File: config.mk
export PLATFORM = sky130hd
export DESIGN_NAME = three_rotor_cipher_stream_top
export DESIGN_NICKNAME = d
export VERILOG_FILES = /design/src/hdl/trc_pkg.sv /design/src/hdl/three_rotor_cipher_stream_top.sv
export SDC_FILE = /design/constraint.sdc
export NUM_CORES = 1
export LEC_CHECK = 0
export BUFFER_PORTS_ARGS = -buffer_cell sky130_fd_sc_hd__clkbuf_2
export CORE_MARGIN = 5
export CORE_UTILIZATION = 45
export CTS_CLUSTER_DIAMETER = 60
export DETAILED_ROUTE_END_ITERATION = 10
export MAX_ROUTING_LAYER = met4
export SLEW_MARGIN = 20
export SYNTH_ARGS = -nofsm -noshare
export SYNTH_HDL_FRONTEND = slang
export SYNTH_SLANG_ARGS = --single-unit
File: constraint.sdc
create_clock -name i_clk -period 47.4 [get_ports i_clk]
set_clock_uncertainty 0.15 [all_clocks]
set_input_delay 9.48 -clock i_clk [delete_from_list [all_inputs] [get_ports i_clk]]
set_output_delay 9.48 -clock i_clk [all_outputs]
set_load 0.02 [all_outputs]
File: src/hdl/trc_pkg.sv
// ----------------------------------------------------------------------------
// trc_pkg: shared types, constants and lookup functions for the rotor cipher
// Holds the rotor wirings as letter-code tables, their inverses and the
// modulo-26 helpers used by the single-pass cipher datapath.
// ----------------------------------------------------------------------------
package trc_pkg;

    localparam int unsigned CHAR_W   = 8;
    localparam int unsigned CODE_W   = 5;
    localparam int unsigned TAB_SIZE = 32;

    localparam logic [CODE_W-1:0] LETTER_COUNT = 5'd26;
    localparam logic [CODE_W-1:0] LAST_CODE    = 5'd25;
    localparam logic [CHAR_W-1:0] ASCII_A      = 8'h41;
    localparam logic [CHAR_W-1:0] ASCII_Z      = 8'h5A;

    typedef logic [CODE_W-1:0] t_code;
    typedef logic [TAB_SIZE-1:0][CODE_W-1:0] t_table;

    // Turns a 26-letter wiring string into a table of letter codes.
    // Entries past the last letter are never addressed and read as zero.
    function automatic t_table f_wire(input logic [8*26-1:0] s);
        t_table      t;
        logic [7:0]  ch;
        t = '0;
        for (int i = 0; i < 26; i++) begin
            ch   = s[8*(25-i) +: 8];
            t[i] = CODE_W'(ch - ASCII_A);
        end
        return t;
    endfunction

    // Builds the reverse wiring: the index that holds each code.
    function automatic t_table f_invert(input t_table w);
        t_table t;
        t = '0;
        for (int i = 0; i < 26; i++) begin
            t[w[i]] = CODE_W'(i);
        end
        return t;
    endfunction

    localparam t_table WIRE_PLUG   = f_wire("AJDKSIRUXBLHWTMCQGZNPYFVOE");
    localparam t_table WIRE_RIGHT  = f_wire("BDFHJLCPRTXVZNYEIWGAKMUSQO");
    localparam t_table WIRE_MIDDLE = f_wire("AJDKSIRUXBLHWTMCQGZNPYFVOE");
    localparam t_table WIRE_LEFT   = f_wire("EKMFLGDQVZNTOWYHXUSPAIBRCJ");

    localparam t_table INV_PLUG    = f_invert(WIRE_PLUG);
    localparam t_table INV_RIGHT   = f_invert(WIRE_RIGHT);
    localparam t_table INV_MIDDLE  = f_invert(WIRE_MIDDLE);
    localparam t_table INV_LEFT    = f_invert(WIRE_LEFT);

    // (a + b) mod 26 for codes below 26.
    function automatic t_code f_add26(input t_code a, input t_code b);
        logic [CODE_W:0] s;
        s = {1'b0, a} + {1'b0, b};
        if (s >= {1'b0, LETTER_COUNT}) begin
            s = s - {1'b0, LETTER_COUNT};
        end
        return s[CODE_W-1:0];
    endfunction

    // (a - b) mod 26 for codes below 26.
    function automatic t_code f_sub26(input t_code a, input t_code b);
        t_code d;
        if (a >= b) begin
            d = a - b;
        end else begin
            d = a + (LETTER_COUNT - b);
        end
        return d;
    endfunction

    // Position step with wrap from the last letter back to zero.
    function automatic t_code f_inc26(input t_code p);
        return (p == LAST_CODE) ? '0 : t_code'(p + 5'd1);
    endfunction

    function automatic t_code f_fwd(input t_table w, input t_code c, input t_code p);
        return w[f_add26(c, p)];
    endfunction

    function automatic t_code f_rev(input t_table inv, input t_code c, input t_code p);
        return f_sub26(inv[c], p);
    endfunction

endpackage

File: src/hdl/three_rotor_cipher_stream_top.sv
// ----------------------------------------------------------------------------
// three_rotor_cipher_stream_top: streaming three-rotor letter cipher
// Enciphers uppercase ASCII letters through plugboard, three rotors and a
// mirror reflector; every other byte passes through unchanged.
// ----------------------------------------------------------------------------
// Usage:
// The slave channel (i_s_axis_*) takes one byte per transaction and the
// master channel (o_m_axis_*) returns exactly one byte per transaction, in
// order. tdata on both sides is the 8-bit character.
// Each accepted byte is captured in an input register together with the rotor
// positions that apply to it; the positions then step like an odometer
// (right, then middle, then left, each wrapping 25 -> 0 with no notches).
// The whole cipher path (plugboard, three forward rotors, reflector, three
// reverse rotors, inverse plugboard) is table lookups and modulo-26 adds that
// sit between the input register and the output register.
// o_m_axis_tvalid is the valid bit of the output register, which loads the byte
// from the input register whenever it is empty or its own byte is being taken.
// Throughput is one byte per cycle while the receiver does not stall: the input
// register refills in the same cycle that the output register is loaded or taken.
// When the receiver stalls, the output register holds its byte, the input
// register keeps a second byte, and only then does o_s_axis_tready drop.
// Synchronous active-low reset empties both registers and returns all three
// rotor positions to zero.
// ----------------------------------------------------------------------------
module three_rotor_cipher_stream_top (
    input  logic                          i_clk,
    input  logic                          i_rst_n,
    input  logic                          i_s_axis_tvalid,
    output logic                          o_s_axis_tready,
    input  logic [trc_pkg::CHAR_W-1:0]    i_s_axis_tdata,   // [7:0] char_in
    output logic                          o_m_axis_tvalid,
    input  logic                          i_m_axis_tready,
    output logic [trc_pkg::CHAR_W-1:0]    o_m_axis_tdata    // [7:0] char_out
);
    import trc_pkg::*;

    // Current rotor positions, applied to the next accepted byte.
    t_code r_pos_right, r_pos_middle, r_pos_left;
    t_code n_pos_right, n_pos_middle, n_pos_left;

    // Input register: the byte and the positions in force when it arrived.
    logic               r_s1_valid;
    logic [CHAR_W-1:0]  r_s1_char;
    t_code              r_s1_right, r_s1_middle, r_s1_left;

    // Output register.
    logic               r_out_valid;
    logic [CHAR_W-1:0]  r_out_char;

    logic               s_accept;
    logic               out_free;
    logic               s1_move;
    logic [CHAR_W-1:0]  n_out_char;

    // The output register can load when empty or when its byte is taken now.
    assign out_free        = !r_out_valid || i_m_axis_tready;
    assign s1_move         = r_s1_valid && out_free;
    assign o_s_axis_tready = !r_s1_valid || out_free;
    assign s_accept        = i_s_axis_tvalid && o_s_axis_tready;

    assign o_m_axis_tvalid = r_out_valid;
    assign o_m_axis_tdata  = r_out_char;

    // Odometer step of the rotor positions.
    always_comb begin
        n_pos_right  = f_inc26(r_pos_right);
        n_pos_middle = r_pos_middle;
        n_pos_left   = r_pos_left;
        if (r_pos_right == LAST_CODE) begin
            n_pos_middle = f_inc26(r_pos_middle);
            if (r_pos_middle == LAST_CODE) begin
                n_pos_left = f_inc26(r_pos_left);
            end
        end
    end

    // Single-pass cipher path from the input register to the output register.
    always_comb begin
        t_code c;
        c          = t_code'(r_s1_char - ASCII_A);
        c          = f_fwd(WIRE_PLUG,   c, '0);
        c          = f_fwd(WIRE_RIGHT,  c, r_s1_right);
        c          = f_fwd(WIRE_MIDDLE, c, r_s1_middle);
        c          = f_fwd(WIRE_LEFT,   c, r_s1_left);
        c          = LAST_CODE - c;     // mirror reflector
        c          = f_rev(INV_LEFT,    c, r_s1_left);
        c          = f_rev(INV_MIDDLE,  c, r_s1_middle);
        c          = f_rev(INV_RIGHT,   c, r_s1_right);
        c          = f_rev(INV_PLUG,    c, '0);
        if (r_s1_char >= ASCII_A && r_s1_char <= ASCII_Z) begin
            n_out_char = ASCII_A + CHAR_W'(c);
        end else begin
            n_out_char = r_s1_char;
        end
    end

    // Control state.
    always_ff @(posedge i_clk) begin
        if (!i_rst_n) begin
            r_pos_right  <= '0;
            r_pos_middle <= '0;
            r_pos_left   <= '0;
            r_s1_valid   <= 1'b0;
            r_out_valid  <= 1'b0;
        end else begin
            if (s_accept) begin
                r_pos_right  <= n_pos_right;
                r_pos_middle <= n_pos_middle;
                r_pos_left   <= n_pos_left;
            end
            if (o_s_axis_tready) begin
                r_s1_valid <= i_s_axis_tvalid;
            end
            if (out_free) begin
                r_out_valid <= r_s1_valid;
            end
        end
    end

    // Payload registers.
    always_ff @(posedge i_clk) begin
        if (s_accept) begin
            r_s1_char   <= i_s_axis_tdata;
            r_s1_right  <= r_pos_right;
            r_s1_middle <= r_pos_middle;
            r_s1_left   <= r_pos_left;
        end
        if (s1_move) begin
            r_out_char <= n_out_char;
        end
    end

    // Positions stay inside the alphabet.
    a_pos_range: assert property (@(posedge i_clk) disable iff (!i_rst_n)
        r_pos_right < LETTER_COUNT && r_pos_middle < LETTER_COUNT &&
        r_pos_left < LETTER_COUNT)
        else $error("rotor position out of range");

    // Every accepted byte steps the right rotor once.
    a_right_step: assert property (@(posedge i_clk) disable iff (!i_rst_n)
        s_accept |=> r_pos_right == f_inc26($past(r_pos_right)))
        else $error("right rotor did not step on acceptance");

    // The middle rotor moves only on a carry out of the right rotor.
    a_middle_hold: assert property (@(posedge i_clk) disable iff (!i_rst_n)
        (!s_accept || r_pos_right != LAST_CODE) |=> $stable(r_pos_middle))
        else $error("middle rotor moved without a carry");

    // With both registers full and the receiver stalled, no byte is taken.
    a_full_stall: assert property (@(posedge i_clk) disable iff (!i_rst_n)
        (r_s1_valid && r_out_valid && !i_m_axis_tready) |-> !o_s_axis_tready)
        else $error("input accepted while pipeline is full and stalled");

endmodule
==> out/metrics.yaml <==
outcome:
  status: "complete, no violations"
drt:
  wl_per_cell_microns: 15.0
  drc: 0
  vias_per_cell: 5.79
  dr.pass1.iters: 5
  wl_mm: 15.8
  m1WireLength_mm: 7.56
  drt_first_iter_violations: 471
  met2WireLength_mm: 7.63
  antenna_left: 0
  wl_met3_microns: 395
  top_layer_used: "met4"
  num_vias: 6082
logic_synthesis:
  syn-cell-area_sq_um: 7090
  synth_nets: 965
  ys_top_cells_by_count: "107 x ha_1, 75 x inv_1, 73 x nand2_1"
  synth_seq_cells: 48
  yosys.cell_count.top_type: "ha_1"
  synth_edf_count: 31
  syn_inst: 834
  synthDominantCellAreaShare_pct: 18.9
  yosysSeqAreaShare_pct: 17.9
  synth-warning-count: 0
  yosysTopAreaCell: "ha_1"
  synth_ff_type: "edfxtp_1"
  async_flop_share_pct: 0
  synth_area_leaders: "ha_1 19%, edfxtp_1 13%, dfxtp_1 4.8%"
  synth_cell_types: 98
  syn_area_per_cell_sq_um: 8.50
critical_path:
  crit_top_cell: "ha_1"
  startpoint_type: "flip-flop"
  worst_ep_arrival_time_ps: 22700
  cp-end-kind: "flip-flop"
  r2r-start: "r_s1_char[0]"
  crit_type: "flip-flop to flip-flop"
  crit_slowest_cell: "mux2i_1"
  crit_fanout: 15
  r2r_slack_ps: 24650
  reg2reg_to: "o_m_axis_tdata[4]"
  crit_required_ps: 47350
  worstRegToRegCells: 88
  critPathMaxStageDelay_ps: 790
cells_and_area:
  seq_area_sq_um: 1270
  multiInputGateArea_sq_um: 5430
  layout-drive-gt1-share_pct: 10.0
  fill_cells: 1467
  area_delta_synth_final_pct: 6.07
  n_antenna_cell: 0
  fin_nets: 970
clock_tree:
  cts_tree: "yes"
  hold_buffers: 0
  cts_resized: 0
  clock_sinks: 48
  post-cts-setup-buffers: 0
  clk_pin_slew_ps: 70
  clk_latency_ps: 290
  cts.path.max_buffers: 2
  clockRootBuffer: "clkbuf_16"
  numCtsBuffers: 5
  htree_num_levels: 2
grt:
  antenna_found_initial: 0
  gr-total-overflow: 0
  grt_start_max_net_pins: 32
  grt_pass1_wl_mm: 27.5
  grt_use_total_pct: 17.8
  grt_pass1_vias: 5861
job:
  drv_cap: 0
sta:
  tightest_slew_ps: 997
  finalHoldViolCount: 0
  finalSetupViolCount: 0
  slew-limit-headroom_pct: 31.6
  drv_slew: 0
  max_freq_mhz: 44.0
  finalCriticalPeriod_ps: 22750
  min_period_over_period_pct: 48.0
  setup_tns_ps: 0
  rsz0062_at_grt: "false"
floorplanning:
  die_x_microns: 135
  rows: 45
  design.die.area_sq_um: 18400
  io_pins: 22
  initial_utilization_pct: 46.3
  die_height_microns: 135
  core_sq_um: 15300
min_path:
  hold_end: "o_m_axis_tdata[7]"
  worstHoldPathType: "flip-flop to flip-flop"
  min_path_cells: 0
  min-delay-start: "r_s1_char[7]"
place:
  post-dp-hpwl_mm: 12.7
  gp_congestion: 0.919
  port_buffers: 21
[state kept, by name (all words and copies together) (netlist names)]
| register | cells |
|---|---|
| o_m_axis_tdata | 8 |
| r_s1_char | 8 |
| r_pos_left | 5 |
| r_pos_middle | 5 |
| r_pos_right | 5 |
| r_s1_left | 5 |
| r_s1_middle | 5 |
| r_s1_right | 5 |
| o_m_axis_tvalid | 1 |
| r_s1_valid | 1 |
[through the flow]
step,cell area (sq um),cells,setup WS [ps],utilization (%),hold slack [ps]
global route,7520,1051,22640,49.1,334
global placement,7360,1043,25610,48.0,308
finish,7520,1051,24650,49.1,314
floorplan,7090,834,27750,-,292
CTS,7510,1051,24790,49.0,323
detailed placement,7360,1043,24830,48.0,303
[layout make-up]
cell class	count	area share, %
sequential	48	16.9
multi-input combinational	686	72.2
timing repair buffer	23	1.60
clock buffer	6	1.85
tap	211	3.51
clock inverter	2	0.166
inverter	75	3.75
[cells by family (layout without fill, tap and decap cells)]
family,Yosys count,after routing,synth area share [%]
multiplexers,44,44,6.99
XOR/XNOR,47,47,6.02
AND/OR/NAND/NOR,235,235,16.3
buffers and inverters,100,106,5.56
AO/OA/AOI/OAI,240,240,24.7
adder cells (fa/ha/maj),120,120,22.4
flip-flops,48,48,17.9
[critical path: cells and delay by family, from the launching register on]
kind	cells	cell delay [ps]
mux	7	2850
simple gates	14	2700
buf+inv	11	1730
xor+xnor	7	2210
fa+ha+maj	16	4660
compound gates	33	7620
flops	1	610
[cells in the final DEF (no fill, tap or decap), types with 4 or more instances in the layout]
cell,count
ha_1,107
inv_1,75
nand2_1,73
nor2_1,57
a21oi_1,49
o21ai_0,43
edfxtp_1,31
mux2i_1,27
xor2_1,23
xnor2_1,21
clkbuf_2,21
nand3_1,18
nor3_1,18
dfxtp_1,17
mux2_2,14
nor2b_1,13
a21o_1,13
nand4_1,13
o211ai_1,12
fa_1,12
o21a_1,10
a31oi_1,10
a211oi_1,10
or3_1,8
and2_1,7
o311a_1,6
o31ai_1,6
a311oi_1,6
o21ai_1,5
o221ai_1,5
clkbuf_16,5
and3_1,4
o21bai_1,4
o22ai_1,4
a221oi_1,4
[worst max-delay path by stage]
stage	startpoint	to	slack (ps)
4_1_cts	r_s1_char[0]	o_m_axis_tdata[4]	24790
5_1_grt	r_s1_char[0]	o_m_axis_tdata[4]	22640
6_report	r_s1_char[0]	o_m_axis_tdata[4]	24650
3_3_place_gp	r_s1_char[0]	o_m_axis_tdata[2]	25610
2_1_floorplan	r_s1_char[0]	o_m_axis_tdata[4]	27750
3_5_place_dp	r_s1_char[0]	o_m_axis_tdata[4]	24830
[per-layer routing]
| metal | global-route usage (%) | vias to the layer above |
|---|---|---|
| met5 | - | - |
| met4 | 3.70 | 0 |
| met3 | 0.929 | 21 |
| met2 | 30.4 | 140 |
| met1 | 23.7 | 2859 |
| li1 | - | 3062 |
Power is not shown: default switching activity piles up to over one toggle a cycle in this logic, so the estimate is an artifact.
